===== config.mk =====
export PLATFORM = sky130hd
export DESIGN_NAME = velocity_histogram_vote_core
export DESIGN_NICKNAME = d
export VERILOG_FILES = /design/src/sv/vhv_pkg.sv /design/src/sv/vhv_hist.sv /design/src/sv/vhv_spread.sv /design/src/sv/vhv_dev.sv /design/src/sv/velocity_histogram_vote_core.sv
export SDC_FILE = /design/constraint.sdc
export NUM_CORES = 2
export LEC_CHECK = 0
export BUFFER_PORTS_ARGS = -buffer_cell sky130_fd_sc_hd__buf_2
export CORE_MARGIN = 3
export CORE_UTILIZATION = 50
export DETAILED_ROUTE_END_ITERATION = 8
export PLACE_DENSITY = 0.66
export SLEW_MARGIN = 5
export SYNTH_ARGS = -nofsm -noshare
export SYNTH_HDL_FRONTEND = slang
export SYNTH_SLANG_ARGS = --single-unit

===== constraint.sdc =====
create_clock -name clk -period 10.4 [get_ports clk]
set_input_delay 2.08 -clock clk [delete_from_list [all_inputs] [get_ports clk]]
set_output_delay 2.08 -clock clk [all_outputs]
set_load 0.1 [all_outputs]

===== src/sv/vhv_pkg.sv =====
`timescale 1ns / 1ps
// vhv_pkg: shared types, field widths and codes for the velocity histogram vote core.
// Has no dependencies; every other file refers to it by scoped names.
package vhv_pkg;

  localparam int VEL_W    = 12;
  localparam int CFG_W    = 5;
  localparam int HIST_W   = 8;
  localparam int SPREAD_W = 12;
  localparam int DEV_W    = 17;
  localparam int SQ_OUT_W = 16;
  localparam int DOM_W    = 6;
  localparam int DROP_W   = 8;

  localparam logic [0:0] CFG_SPEED_MIN = 1'b0;
  localparam logic [0:0] CFG_SPEED_MAX = 1'b1;

  localparam logic [CFG_W-1:0]    SPEED_MIN_RST = 5'd2;
  localparam logic [CFG_W-1:0]    SPEED_MAX_RST = 5'd10;
  localparam logic [HIST_W-1:0]   HIST_SAT      = 8'hFF;
  localparam logic [DROP_W-1:0]   DROP_SAT      = 8'hFF;
  localparam logic [SQ_OUT_W-1:0] SQ_SAT        = 16'hFFFF;

  localparam logic KIND_DEV = 1'b0;
  localparam logic KIND_DOM = 1'b1;

  typedef enum logic [5:0] {
    ST_IDLE     = 6'b000001,
    ST_VOTE     = 6'b000010,
    ST_SCAN     = 6'b000100,
    ST_DEV_GO   = 6'b001000,
    ST_DEV_WAIT = 6'b010000,
    ST_DOM      = 6'b100000
  } state_t;

  // Sweep control from the sequencer to the spread/argmax units.
  typedef struct packed {
    logic clr;
    logic shift;
  } scan_ctl_t;

  // Blob store and deviation unit control.
  typedef struct packed {
    logic wr;
    logic go;
  } dev_ctl_t;

endpackage


===== src/sv/vhv_hist.sv =====
`timescale 1ns / 1ps
// vhv_hist: one axis vote histogram, a memory with one read and one write port and per-bin valid bits.
// Does saturating read-modify-write votes and sweep reads. Uses vhv_pkg.
module vhv_hist #(
  parameter int NBINS = 40,
  parameter int BIN_W = 6
) (
  input  logic                      clk,
  input  logic                      rst_n,
  input  logic                      clr,
  input  logic                      vote,
  input  logic [BIN_W-1:0]          vote_bin,
  input  logic                      scan_rd,
  input  logic [BIN_W-1:0]          scan_addr,
  output logic [vhv_pkg::HIST_W-1:0] rd_val
);

  logic [vhv_pkg::HIST_W-1:0] mem [NBINS];
  logic [NBINS-1:0]           valid_r;
  logic [vhv_pkg::HIST_W-1:0] rd_q_r;
  logic                       rd_v_r;
  logic                       pend_r;
  logic [BIN_W-1:0]           pend_bin_r;
  logic [BIN_W-1:0]           rd_addr;
  logic [vhv_pkg::HIST_W-1:0] inc_val;

  assign rd_addr = vote ? vote_bin : scan_addr;
  // A bin never written since the last clear reads as zero.
  assign rd_val  = rd_v_r ? rd_q_r : '0;
  assign inc_val = (rd_val == vhv_pkg::HIST_SAT) ? rd_val : rd_val + 1'b1;

  always_ff @(posedge clk) begin
    if (vote || scan_rd) begin
      rd_q_r <= mem[rd_addr];
      rd_v_r <= valid_r[rd_addr];
    end
    if (pend_r) begin
      mem[pend_bin_r] <= inc_val;
    end
    pend_bin_r <= vote_bin;
  end

  always_ff @(posedge clk) begin
    if (!rst_n || clr) begin
      valid_r <= '0;
    end else if (pend_r) begin
      valid_r[pend_bin_r] <= 1'b1;
    end
  end

  always_ff @(posedge clk) begin
    if (!rst_n) begin
      pend_r <= 1'b0;
    end else begin
      pend_r <= vote;
    end
  end

endmodule


===== src/sv/vhv_spread.sv =====
`timescale 1ns / 1ps
// vhv_spread: sliding 1-2-3-2-1 spread over a streamed histogram and first-max search.
// Takes one bin per cycle from vhv_hist; uses vhv_pkg.
module vhv_spread #(
  parameter int MAX_SPEED = 20,
  parameter int NBINS     = 40,
  parameter int BIN_W     = 6,
  parameter int SCN_W     = 6
) (
  input  logic                       clk,
  input  logic                       rst_n,
  input  vhv_pkg::scan_ctl_t         ctl,
  input  logic [vhv_pkg::CFG_W-1:0]  speed_min,
  input  logic [vhv_pkg::CFG_W-1:0]  speed_max,
  input  logic [vhv_pkg::HIST_W-1:0] rd_val,
  output logic signed [BIN_W-1:0]    dom
);

  logic [SCN_W-1:0]              in_cnt_r;
  logic                          ctr_vld_r;
  logic [SCN_W-1:0]              ctr_idx_r;
  logic [vhv_pkg::HIST_W-1:0]    win_g_r [5];
  logic [vhv_pkg::HIST_W-1:0]    win_p_r [3];
  logic [vhv_pkg::SPREAD_W-1:0]  best_r;
  logic [BIN_W-1:0]              best_idx_r;
  logic                          in_ok;
  logic                          in_bd;
  logic                          in_zero;
  logic                          ctr_bd;
  logic [vhv_pkg::HIST_W-1:0]    g_in;
  logic [vhv_pkg::HIST_W-1:0]    p_in;
  logic [vhv_pkg::SPREAD_W-1:0]  sp;

  function automatic logic in_band(int i, int mn, int mx);
    return ((i <= MAX_SPEED - mn) && (i >= MAX_SPEED - mx)) ||
           ((i >= MAX_SPEED + mn) && (i <= MAX_SPEED + mx));
  endfunction

  always_comb begin
    in_ok   = in_cnt_r < SCN_W'(NBINS);
    in_bd   = in_band(int'(in_cnt_r), int'(speed_min), int'(speed_max));
    in_zero = in_cnt_r == SCN_W'(MAX_SPEED);
    // In-band bins spread, other bins pass; the zero bin only receives.
    g_in    = (in_ok && in_bd && !in_zero) ? rd_val : '0;
    p_in    = (in_ok && !in_bd && !in_zero) ? rd_val : '0;
    ctr_bd  = in_band(int'(ctr_idx_r), int'(speed_min), int'(speed_max));
    // Peak is 9 * 255, so the sum never reaches the 12-bit ceiling.
    sp = vhv_pkg::SPREAD_W'(win_g_r[0]) +
         vhv_pkg::SPREAD_W'({win_g_r[1], 1'b0}) +
         vhv_pkg::SPREAD_W'(win_g_r[2]) +
         vhv_pkg::SPREAD_W'({win_g_r[2], 1'b0}) +
         vhv_pkg::SPREAD_W'({win_g_r[3], 1'b0}) +
         vhv_pkg::SPREAD_W'(win_g_r[4]) +
         vhv_pkg::SPREAD_W'(win_p_r[2]);
    dom = (best_r != '0) ? BIN_W'(int'(best_idx_r) - MAX_SPEED) : '0;
  end

  always_ff @(posedge clk) begin
    if (ctl.clr) begin
      for (int i = 0; i < 5; i++) begin
        win_g_r[i] <= '0;
      end
      for (int i = 0; i < 3; i++) begin
        win_p_r[i] <= '0;
      end
      best_r     <= '0;
      best_idx_r <= '0;
    end else begin
      if (ctl.shift) begin
        win_g_r[0] <= g_in;
        win_p_r[0] <= p_in;
        for (int i = 1; i < 5; i++) begin
          win_g_r[i] <= win_g_r[i-1];
        end
        for (int i = 1; i < 3; i++) begin
          win_p_r[i] <= win_p_r[i-1];
        end
      end
      // Strict compare keeps the first of equal peaks.
      if (ctr_vld_r && ctr_bd && (sp > best_r)) begin
        best_r     <= sp;
        best_idx_r <= ctr_idx_r[BIN_W-1:0];
      end
    end
    if (ctl.shift) begin
      ctr_idx_r <= in_cnt_r - SCN_W'(2);
    end
  end

  always_ff @(posedge clk) begin
    if (!rst_n || ctl.clr) begin
      in_cnt_r  <= '0;
      ctr_vld_r <= 1'b0;
    end else if (ctl.shift) begin
      in_cnt_r  <= in_cnt_r + SCN_W'(1);
      ctr_vld_r <= in_cnt_r >= SCN_W'(2);
    end else begin
      ctr_vld_r <= 1'b0;
    end
  end

endmodule


===== src/sv/vhv_dev.sv =====
`timescale 1ns / 1ps
// vhv_dev: blob velocity store and squared-deviation unit around one shared multiplier.
// Uses vhv_pkg; driven by the sequencer in the top level.
module vhv_dev #(
  parameter int MAX_BLOBS = 63,
  parameter int IDX_W     = 6,
  parameter int FRAC_BITS = 4,
  parameter int DOMW      = 6
) (
  input  logic                             clk,
  input  logic                             rst_n,
  input  vhv_pkg::dev_ctl_t                ctl,
  input  logic [IDX_W-1:0]                 wr_idx,
  input  logic signed [vhv_pkg::VEL_W-1:0] wr_vel_x,
  input  logic signed [vhv_pkg::VEL_W-1:0] wr_vel_y,
  input  logic [IDX_W-1:0]                 rd_idx,
  input  logic signed [DOMW-1:0]           dom_x,
  input  logic signed [DOMW-1:0]           dom_y,
  input  logic [vhv_pkg::CFG_W-1:0]        speed_min,
  input  logic [vhv_pkg::CFG_W-1:0]        speed_max,
  output logic                             done,
  output logic [vhv_pkg::DEV_W-1:0]        dev
);

  localparam int EXW   = ((vhv_pkg::VEL_W > DOMW + FRAC_BITS) ?
                          vhv_pkg::VEL_W : DOMW + FRAC_BITS) + 1;
  localparam int CMP_W = ((vhv_pkg::VEL_W > vhv_pkg::CFG_W + FRAC_BITS + 1) ?
                          vhv_pkg::VEL_W : vhv_pkg::CFG_W + FRAC_BITS + 1) + 1;
  localparam int SQ_W  = 2 * EXW - 1;
  localparam int SUM_W = 2 * EXW;

  logic signed [vhv_pkg::VEL_W-1:0] mem_x [MAX_BLOBS];
  logic signed [vhv_pkg::VEL_W-1:0] mem_y [MAX_BLOBS];
  logic signed [vhv_pkg::VEL_W-1:0] sx_r;
  logic signed [vhv_pkg::VEL_W-1:0] sy_r;
  logic signed [EXW-1:0]            ex_r;
  logic signed [EXW-1:0]            ey_r;
  logic signed [EXW-1:0]            ex;
  logic signed [EXW-1:0]            ey;
  logic signed [EXW-1:0]            mul_a;
  logic signed [2*EXW-1:0]          mul_p;
  logic [SQ_W-1:0]                  prod_r;
  logic [SQ_W-1:0]                  acc_r;
  logic                             band_r;
  logic                             band;
  logic [3:0]                       stg_r;
  logic signed [CMP_W-1:0]          sx_c;
  logic signed [CMP_W-1:0]          mn_fx;
  logic signed [CMP_W-1:0]          mx_fx;
  logic [SUM_W-1:0]                 sum;
  logic [SUM_W-1:0]                 sum_sh;

  always_comb begin
    sx_c   = CMP_W'(sx_r);
    mn_fx  = $signed(CMP_W'(speed_min)) <<< FRAC_BITS;
    mx_fx  = $signed(CMP_W'(speed_max)) <<< FRAC_BITS;
    band   = ((sx_c <= -mn_fx) && (sx_c >= -mx_fx)) ||
             ((sx_c >= mn_fx) && (sx_c <= mx_fx));
    ex     = EXW'(sx_r) - (EXW'(dom_x) <<< FRAC_BITS);
    ey     = EXW'(sy_r) - (EXW'(dom_y) <<< FRAC_BITS);
    // Square x first, then y, on the same multiplier.
    mul_a  = stg_r[2] ? ey_r : ex_r;
    mul_p  = mul_a * mul_a;
    sum    = SUM_W'(acc_r) + SUM_W'(prod_r);
    sum_sh = sum >> (2 * FRAC_BITS);
    done   = stg_r[3];
    if (!band_r) begin
      dev = '1;
    end else if (sum_sh > SUM_W'(vhv_pkg::SQ_SAT)) begin
      dev = {1'b0, vhv_pkg::SQ_SAT};
    end else begin
      dev = {1'b0, sum_sh[vhv_pkg::SQ_OUT_W-1:0]};
    end
  end

  always_ff @(posedge clk) begin
    if (ctl.wr) begin
      mem_x[wr_idx] <= wr_vel_x;
      mem_y[wr_idx] <= wr_vel_y;
    end
    if (ctl.go) begin
      sx_r <= mem_x[rd_idx];
      sy_r <= mem_y[rd_idx];
    end
    if (stg_r[0]) begin
      ex_r   <= ex;
      ey_r   <= ey;
      band_r <= band;
    end
    if (stg_r[1] || stg_r[2]) begin
      prod_r <= SQ_W'(mul_p);
    end
    if (stg_r[2]) begin
      acc_r <= prod_r;
    end
  end

  always_ff @(posedge clk) begin
    if (!rst_n) begin
      stg_r <= '0;
    end else begin
      stg_r <= {stg_r[2:0], ctl.go};
    end
  end

endmodule


===== src/sv/velocity_histogram_vote_core.sv =====
`timescale 1ns / 1ps
// velocity_histogram_vote_core: top level, sequencer, config registers and result register.
// Instantiates vhv_hist, vhv_spread and vhv_dev; uses vhv_pkg.
//
// After an item is taken, busy is high in ST_VOTE while the vote is written back to the
// histogram bin. An item with in_frame_end then sweeps both histograms, one bin per
// cycle, through the spread and peak search. Each stored blob of the frame then passes
// through the deviation unit, whose one multiplier squares x and then y. The dominant
// result follows in the cycle after the last deviation. Each result sits on the out_
// ports for exactly one cycle with out_strobe high; there is no way to stall it, so the
// receiver must take every strobe. The histograms clear in ST_DOM at the end of each
// frame. Write speed_min and speed_max only while busy is low; cfg_ready is always high.
module velocity_histogram_vote_core #(
  parameter int MAX_SPEED = 20,
  parameter int MAX_BLOBS = 63,
  parameter int FRAC_BITS = 4
) (
  input  logic                              clk,
  input  logic                              rst_n,
  input  logic                              start,
  output logic                              busy,
  input  logic signed [vhv_pkg::VEL_W-1:0]  in_vel_x,
  input  logic signed [vhv_pkg::VEL_W-1:0]  in_vel_y,
  input  logic                              in_has_blob,
  input  logic                              in_frame_end,
  input  logic                              cfg_valid,
  output logic                              cfg_ready,
  input  logic [0:0]                        cfg_index,
  input  logic [vhv_pkg::CFG_W-1:0]         cfg_data,
  output logic                              out_strobe,
  output logic                              out_kind,
  output logic signed [vhv_pkg::DEV_W-1:0]  out_deviation,
  output logic signed [vhv_pkg::DOM_W-1:0]  out_dominant_x,
  output logic signed [vhv_pkg::DOM_W-1:0]  out_dominant_y,
  output logic [vhv_pkg::DROP_W-1:0]        out_dropped,
  output logic                              out_last
);

  localparam int NBINS = 2 * MAX_SPEED;
  localparam int BIN_W = $clog2(NBINS);
  localparam int SCN_W = $clog2(NBINS + 4);
  localparam int CNT_W = $clog2(MAX_BLOBS + 1);
  localparam int IDX_W = (MAX_BLOBS > 1) ? $clog2(MAX_BLOBS) : 1;
  localparam int VW    = ((vhv_pkg::VEL_W > $clog2(MAX_SPEED) + FRAC_BITS + 1) ?
                          vhv_pkg::VEL_W : $clog2(MAX_SPEED) + FRAC_BITS + 1) + 1;
  localparam logic signed [VW-1:0] LIM = VW'(MAX_SPEED << FRAC_BITS);

  vhv_pkg::state_t              state_r, state_nxt;
  logic                         fe_r, fe_nxt;
  logic [SCN_W-1:0]             s_r, s_nxt;
  logic [CNT_W-1:0]             k_r, k_nxt;
  logic [CNT_W-1:0]             blob_count_r, blob_count_nxt;
  logic [vhv_pkg::DROP_W-1:0]   dropped_r, dropped_nxt;
  logic [vhv_pkg::CFG_W-1:0]    speed_min_r, speed_max_r;
  logic                         shift_r;
  logic                         strobe_r, strobe_nxt;
  logic                         kind_r, kind_nxt;
  logic [vhv_pkg::DEV_W-1:0]    dev_out_r, dev_out_nxt;
  logic [vhv_pkg::DOM_W-1:0]    domx_out_r, domx_out_nxt;
  logic [vhv_pkg::DOM_W-1:0]    domy_out_r, domy_out_nxt;
  logic [vhv_pkg::DROP_W-1:0]   drop_out_r, drop_out_nxt;
  logic                         last_r, last_nxt;

  logic                         accept;
  logic signed [VW-1:0]         vx_e, vy_e, off_x, off_y;
  logic                         x_in, y_in, vote;
  logic [BIN_W-1:0]             bin_x, bin_y;
  logic                         scan_rd, hist_clr;
  logic [BIN_W-1:0]             scan_addr;
  logic [vhv_pkg::HIST_W-1:0]   rd_x, rd_y;
  vhv_pkg::scan_ctl_t           scan_ctl;
  vhv_pkg::dev_ctl_t            dev_ctl;
  logic signed [BIN_W-1:0]      dom_x, dom_y;
  logic                         dev_done;
  logic [vhv_pkg::DEV_W-1:0]    dev_val;
  logic                         store_ok;

  assign busy      = (state_r != vhv_pkg::ST_IDLE);
  assign accept    = start && !busy;
  assign cfg_ready = 1'b1;

  // Bin = floor(v) + R, only when both axes sit inside [-R, R).
  always_comb begin
    vx_e  = VW'(in_vel_x);
    vy_e  = VW'(in_vel_y);
    x_in  = (vx_e >= -LIM) && (vx_e < LIM);
    y_in  = (vy_e >= -LIM) && (vy_e < LIM);
    off_x = vx_e + LIM;
    off_y = vy_e + LIM;
    bin_x = BIN_W'(off_x >>> FRAC_BITS);
    bin_y = BIN_W'(off_y >>> FRAC_BITS);
    vote  = accept && in_has_blob && x_in && y_in;
  end

  assign store_ok       = blob_count_r < CNT_W'(MAX_BLOBS);
  assign dev_ctl.wr     = accept && in_has_blob && store_ok;
  assign dev_ctl.go     = (state_r == vhv_pkg::ST_DEV_GO);
  assign scan_rd        = (state_r == vhv_pkg::ST_SCAN) && (s_r < SCN_W'(NBINS));
  assign scan_addr      = s_r[BIN_W-1:0];
  assign scan_ctl.clr   = (state_r == vhv_pkg::ST_SCAN) && (s_r == '0);
  assign scan_ctl.shift = shift_r;
  assign hist_clr       = (state_r == vhv_pkg::ST_DOM);

  vhv_hist #(.NBINS(NBINS), .BIN_W(BIN_W)) u_hist_x (
    .clk(clk), .rst_n(rst_n), .clr(hist_clr), .vote(vote), .vote_bin(bin_x),
    .scan_rd(scan_rd), .scan_addr(scan_addr), .rd_val(rd_x)
  );

  vhv_hist #(.NBINS(NBINS), .BIN_W(BIN_W)) u_hist_y (
    .clk(clk), .rst_n(rst_n), .clr(hist_clr), .vote(vote), .vote_bin(bin_y),
    .scan_rd(scan_rd), .scan_addr(scan_addr), .rd_val(rd_y)
  );

  vhv_spread #(.MAX_SPEED(MAX_SPEED), .NBINS(NBINS), .BIN_W(BIN_W), .SCN_W(SCN_W)) u_spread_x (
    .clk(clk), .rst_n(rst_n), .ctl(scan_ctl), .speed_min(speed_min_r),
    .speed_max(speed_max_r), .rd_val(rd_x), .dom(dom_x)
  );

  vhv_spread #(.MAX_SPEED(MAX_SPEED), .NBINS(NBINS), .BIN_W(BIN_W), .SCN_W(SCN_W)) u_spread_y (
    .clk(clk), .rst_n(rst_n), .ctl(scan_ctl), .speed_min(speed_min_r),
    .speed_max(speed_max_r), .rd_val(rd_y), .dom(dom_y)
  );

  vhv_dev #(
    .MAX_BLOBS(MAX_BLOBS), .IDX_W(IDX_W), .FRAC_BITS(FRAC_BITS), .DOMW(BIN_W)
  ) u_dev (
    .clk(clk), .rst_n(rst_n), .ctl(dev_ctl),
    .wr_idx(blob_count_r[IDX_W-1:0]), .wr_vel_x(in_vel_x), .wr_vel_y(in_vel_y),
    .rd_idx(k_r[IDX_W-1:0]), .dom_x(dom_x), .dom_y(dom_y),
    .speed_min(speed_min_r), .speed_max(speed_max_r),
    .done(dev_done), .dev(dev_val)
  );

  always_comb begin
    state_nxt      = state_r;
    fe_nxt         = fe_r;
    s_nxt          = s_r;
    k_nxt          = k_r;
    blob_count_nxt = blob_count_r;
    dropped_nxt    = dropped_r;
    strobe_nxt     = 1'b0;
    kind_nxt       = kind_r;
    dev_out_nxt    = dev_out_r;
    domx_out_nxt   = domx_out_r;
    domy_out_nxt   = domy_out_r;
    drop_out_nxt   = drop_out_r;
    last_nxt       = last_r;
    case (state_r)
      vhv_pkg::ST_IDLE: begin
        if (accept) begin
          fe_nxt = in_frame_end;
          if (in_has_blob) begin
            if (store_ok) begin
              blob_count_nxt = blob_count_r + CNT_W'(1);
            end else if (dropped_r != vhv_pkg::DROP_SAT) begin
              dropped_nxt = dropped_r + 1'b1;
            end
          end
          state_nxt = vhv_pkg::ST_VOTE;
        end
      end
      vhv_pkg::ST_VOTE: begin
        // Vote write-back lands at the end of this cycle.
        s_nxt     = '0;
        state_nxt = fe_r ? vhv_pkg::ST_SCAN : vhv_pkg::ST_IDLE;
      end
      vhv_pkg::ST_SCAN: begin
        s_nxt = s_r + SCN_W'(1);
        if (s_r == SCN_W'(NBINS + 3)) begin
          k_nxt     = '0;
          state_nxt = (blob_count_r == '0) ? vhv_pkg::ST_DOM : vhv_pkg::ST_DEV_GO;
        end
      end
      vhv_pkg::ST_DEV_GO: begin
        state_nxt = vhv_pkg::ST_DEV_WAIT;
      end
      vhv_pkg::ST_DEV_WAIT: begin
        if (dev_done) begin
          strobe_nxt   = 1'b1;
          kind_nxt     = vhv_pkg::KIND_DEV;
          dev_out_nxt  = dev_val;
          domx_out_nxt = vhv_pkg::DOM_W'(int'(dom_x));
          domy_out_nxt = vhv_pkg::DOM_W'(int'(dom_y));
          drop_out_nxt = dropped_r;
          last_nxt     = 1'b0;
          k_nxt        = k_r + CNT_W'(1);
          state_nxt    = (k_r + CNT_W'(1) == blob_count_r) ?
                         vhv_pkg::ST_DOM : vhv_pkg::ST_DEV_GO;
        end
      end
      vhv_pkg::ST_DOM: begin
        strobe_nxt     = 1'b1;
        kind_nxt       = vhv_pkg::KIND_DOM;
        dev_out_nxt    = '0;
        domx_out_nxt   = vhv_pkg::DOM_W'(int'(dom_x));
        domy_out_nxt   = vhv_pkg::DOM_W'(int'(dom_y));
        drop_out_nxt   = dropped_r;
        last_nxt       = 1'b1;
        blob_count_nxt = '0;
        dropped_nxt    = '0;
        state_nxt      = vhv_pkg::ST_IDLE;
      end
      default: begin
        state_nxt = vhv_pkg::ST_IDLE;
      end
    endcase
  end

  always_ff @(posedge clk) begin
    if (!rst_n) begin
      state_r      <= vhv_pkg::ST_IDLE;
      fe_r         <= 1'b0;
      s_r          <= '0;
      k_r          <= '0;
      blob_count_r <= '0;
      dropped_r    <= '0;
      shift_r      <= 1'b0;
      strobe_r     <= 1'b0;
    end else begin
      state_r      <= state_nxt;
      fe_r         <= fe_nxt;
      s_r          <= s_nxt;
      k_r          <= k_nxt;
      blob_count_r <= blob_count_nxt;
      dropped_r    <= dropped_nxt;
      shift_r      <= (state_r == vhv_pkg::ST_SCAN) && (s_r < SCN_W'(NBINS + 2));
      strobe_r     <= strobe_nxt;
    end
  end

  always_ff @(posedge clk) begin
    if (!rst_n) begin
      speed_min_r <= vhv_pkg::SPEED_MIN_RST;
      speed_max_r <= vhv_pkg::SPEED_MAX_RST;
    end else if (cfg_valid && cfg_ready) begin
      case (cfg_index)
        vhv_pkg::CFG_SPEED_MIN: speed_min_r <= cfg_data;
        vhv_pkg::CFG_SPEED_MAX: speed_max_r <= cfg_data;
        default: begin
        end
      endcase
    end
  end

  always_ff @(posedge clk) begin
    kind_r     <= kind_nxt;
    dev_out_r  <= dev_out_nxt;
    domx_out_r <= domx_out_nxt;
    domy_out_r <= domy_out_nxt;
    drop_out_r <= drop_out_nxt;
    last_r     <= last_nxt;
  end

  assign out_strobe     = strobe_r;
  assign out_kind       = kind_r;
  assign out_deviation  = dev_out_r;
  assign out_dominant_x = domx_out_r;
  assign out_dominant_y = domy_out_r;
  assign out_dropped    = drop_out_r;
  assign out_last       = last_r;

endmodule


==> summary.md <==
| Metric | Value |
|---|---|
| Crit-path slowest cell | dfxtp_2 |
| Chip width | 485 um |
| Pre-CTS setup slack | 2.01 ns |
| DR vias/cell | 5.98 |
| Yosys top cell by area | edfxtp_1 |
| Static Leakage | 43.9 nW |
| Most frequent cells in the layout | edfxtp_1 (2445), nand2_1 (750), mux4_2 (478) |
| Clock Skew | 0.0746 ns |
| Period utilisation layout | 81.0% |
| Max stage delay on crit path | ~1.0 ns |
| DRT iter0 DRCs | 7045 |
| Max-slew violation count | 0 |
| WP data required | ~11 ns |
| IO Pins | 78 |
| Clk root buf | clkbuf_16 |
| Worst Path Buf+Inv | 2 |
| Crit path max-delay family | adder cells |
| FF+latch count, synth | 2637 |
| Asr flop ratio synth | 0% |
| Post-CTS setup buffer count | 0 |
| Max layer used | met5 |
| Final Setup Violations | 0 |
| Post-Syn Area | 115000 um^2 |
| Num CTS Buffers | between 200 and 300 |
| # H-tree levels | 5 |
| Hold Fails Final Rpt | 0 |
| Net Switching | about 0.0043 W |
| Status | complete, no violations |
| CTS Buffer Depth | 4 |
| Clock sink count | between 2000 and 3000 |
| Sequential share of power | a little over half |
| Pre-Repair DR Iteration Count | 8 |
| Total negative slack | 0 ns |
| Final setup margin | 1.98 ns |
| Hold_buf cts | 0 |
| Tightest Pin Transition | 1.28 ns |
| CP Launch Type | register |
| VDD IR max | around 0.15 mV |
| Setup CP Type | register to register |
| DRT met1 WL | around 120000 um |
| Starting Density | 50.4% |
| Routed wire length | ~280000 um |
| Clock power frac | 44.9% |
| Data arrival, critical path | 9.06 ns |
| FP Rows | 175 |
| Grt ovf | 0 |
| Crit-path cells | mux2i_1, inv_1, nand2_1, fa_1, fa_1, fa_1, fa_1, inv_1, fa_1, fa_1, ha_1, a21o_1, a221oi_1, nand2_1, and3_1, a221oi_1, o2111ai_1, a21oi_1, xnor2_1 |
| Met3 routed wirelength | around 21000 um |
| Routability cong. | 0.828 |
| Syn Inst Count | 7265 |
| Logic gate share of total power | 1.7% |
| DR DRC count | 0 |
| Clk Latency, worst-skew pair | 0.94 ns |
| TritonCTS clock tree | done |
| Net Sw Frac | 19.9% |
| Top cell type's share of synthesized area | 63.9% |
| Critical Path Sink Type | register |
| FMAX | 0.119 GHz |
| Die ar. | 236000 um^2 |
| P per Cell Area | 169 nW/um^2 |
| Share of layout cells above drive strength 1 | 15.5% |
| Nets | 7983 |
| Routed WL per cell | 26.0 um |
| Clock Pin Slew Worst Setup and Hold Paths | about 0.06 ns |
| Post-DRT Antenna Nets | 0 |
| CORE AREA | roughly 230000 um^2 |
| Crit path time final | 8.42 ns |
| Post-CTS sizing | 0 |
| Final HPWL DP | 166000 um |
| Slew margin rel. | about 15% |
| Port Buffer Count | 76 |
| Min-delay worst type | register to register |
| Overall Global Routing Usage | 23.4% |
| Pin count of the biggest net entering global routing | roughly 140 |
| Area growth, synth to finish | 11.4% |
| Synth Net Count | 7828 |
| Most common cell after layout, fill and taps aside | edfxtp_1 |
| First-pass GRT wire length | between 400000 and 500000 um |
| Met2 Wirelength | 132000 um |
| Cell repeated most along the worst path | fa_1 |
| Max-cap violations | 0 |
| Post-synth EDFFs | 2445 |
| Cell Int Power | 0.0173 W |
| Vias | 63600 |
| Synth Warn # | 0 |
| Synth cell types | 83 |
| Main synth FF type | edfxtp_1 |
| Largest cells by area after synthesis | edfxtp_1 (64%), mux4_2 (9.4%), fa_1 (3.6%) |
| Post-synthesis sequential area ratio | around two thirds |
| RSZ-0062 raised after global routing | false |
| Die Ht | 485 um |
| Antenna violations before repair | 24 |
| Worst-path maximum fanout | 40 |
| Syn Area/Cell | 15.8 um^2 |
| Number of global-route vias before repair | 63800 |
-- power groups by stage --
stage / Sequential, W / Clock, W / Combinational (W)
2_1_floorplan: 0.0118 / 0 / 0.000150
3_3_place_gp: 0.0118 / 0 / 0.000345
3_5_place_dp: 0.0118 / 0 / 0.000359
4_1_cts: 0.0115 / 0.00988 / 0.000359
5_1_grt: 0.0115 / 0.0103 / 0.000389
6_report: 0.0115 / 0.00972 / 0.000360
-- Yosys cell counts (9+ instances only) --
cell type and n:
buf_1 51, nand3_1 335, or3_1 13, clkbuf_1 200, xnor2_1 84, o21ai_0 135, a21o_1 74, buf_2 50
nor3_1 21, nand2b_1 33, dfxtp_1 192, o221ai_1 9, nand2_1 754, a22oi_1 11, nor2b_1 47, a31oi_1 16
nor2_1 486, and2_1 19, mux2i_1 167, o21a_1 26, edfxtp_1 2445, a21oi_1 182, ha_1 319, mux4_2 478
a21boi_0 41, fa_1 208, xor2_1 52, nand4_1 56, o21bai_1 14, buf_4 11, inv_1 393, a32oi_1 10
a211oi_1 26, o211ai_1 15, nor4_1 17, a221oi_1 11, mux2_2 15, and3_1 130
-- final cells by class --
cell class	instances	area [um^2]
clock inverters	116	1050
diodes	7	17.5
multi-input cells	3912	35400
fillers	17500	99800
flip-flops and latches	2637	77300
repair buffers	182	1250
inverters	397	1490
clock buffers	376	7810
well taps	3009	3760
-- through the flow --
step / hold slack [ns] / util (%) / instances / instance area (um^2) / power [W]
2_1_floorplan: 0.400 / - / 7265 / 115000 / 0.0119
3_3_place_gp: 0.405 / 52.3 / 10100 / 119000 / 0.0121
3_5_place_dp: 0.415 / 52.3 / 10100 / 119000 / 0.0121
4_1_cts: 0.430 / 56.2 / 10600 / 128000 / 0.0218
5_1_grt: 0.447 / 56.2 / 10600 / 128000 / 0.0222
6_report: 0.432 / 56.2 / 10600 / 128000 / 0.0216
-- state kept, by name, indices dropped and copies added (netlist names), 40 cells and up --
signal and flops:
u_hist_x.valid_r 40, u_dev.mem_y 756, u_dev.mem_x 756, u_spread_x.win_g_r 40
u_hist_y.mem 320, u_spread_y.win_g_r 40, u_hist_x.mem 320, u_hist_y.valid_r 40
-- worst paths after layout --
check | endpoint | startpoint | cells after the start | slack, ns
max reg2reg | u_dev.prod_r[24] | u_dev.stg_r[2] | 19 | 1.98
min | u_dev.ey_r[0] | u_dev.sy_r[0] | 0 | 0.43
max | u_dev.prod_r[24] | u_dev.stg_r[2] | 19 | 1.98
min reg2reg | u_dev.ey_r[0] | u_dev.sy_r[0] | 0 | 0.43
-- routing by layer --
metal  up-vias  track usage (%)
met3       446             3.50
li1      27700                -
met2      2583             37.4
met4         2             6.64
met5         -                0
met1     32800             33.8
-- cell families (layout without fill, tap and decap cells) --
kind of cell	Yosys count	in the layout	share of synthesized area, %
flops	2637	2637	67.2
simple gates	1954	1954	7.63
buf+inv	716	1071	2.47
mux	663	663	11.0
compound gates	631	631	3.55
fa+ha+maj	527	527	7.09
xor+xnor	136	136	1.04
other cells	1	8	0.00326
(Power assumes the default switching activity.)
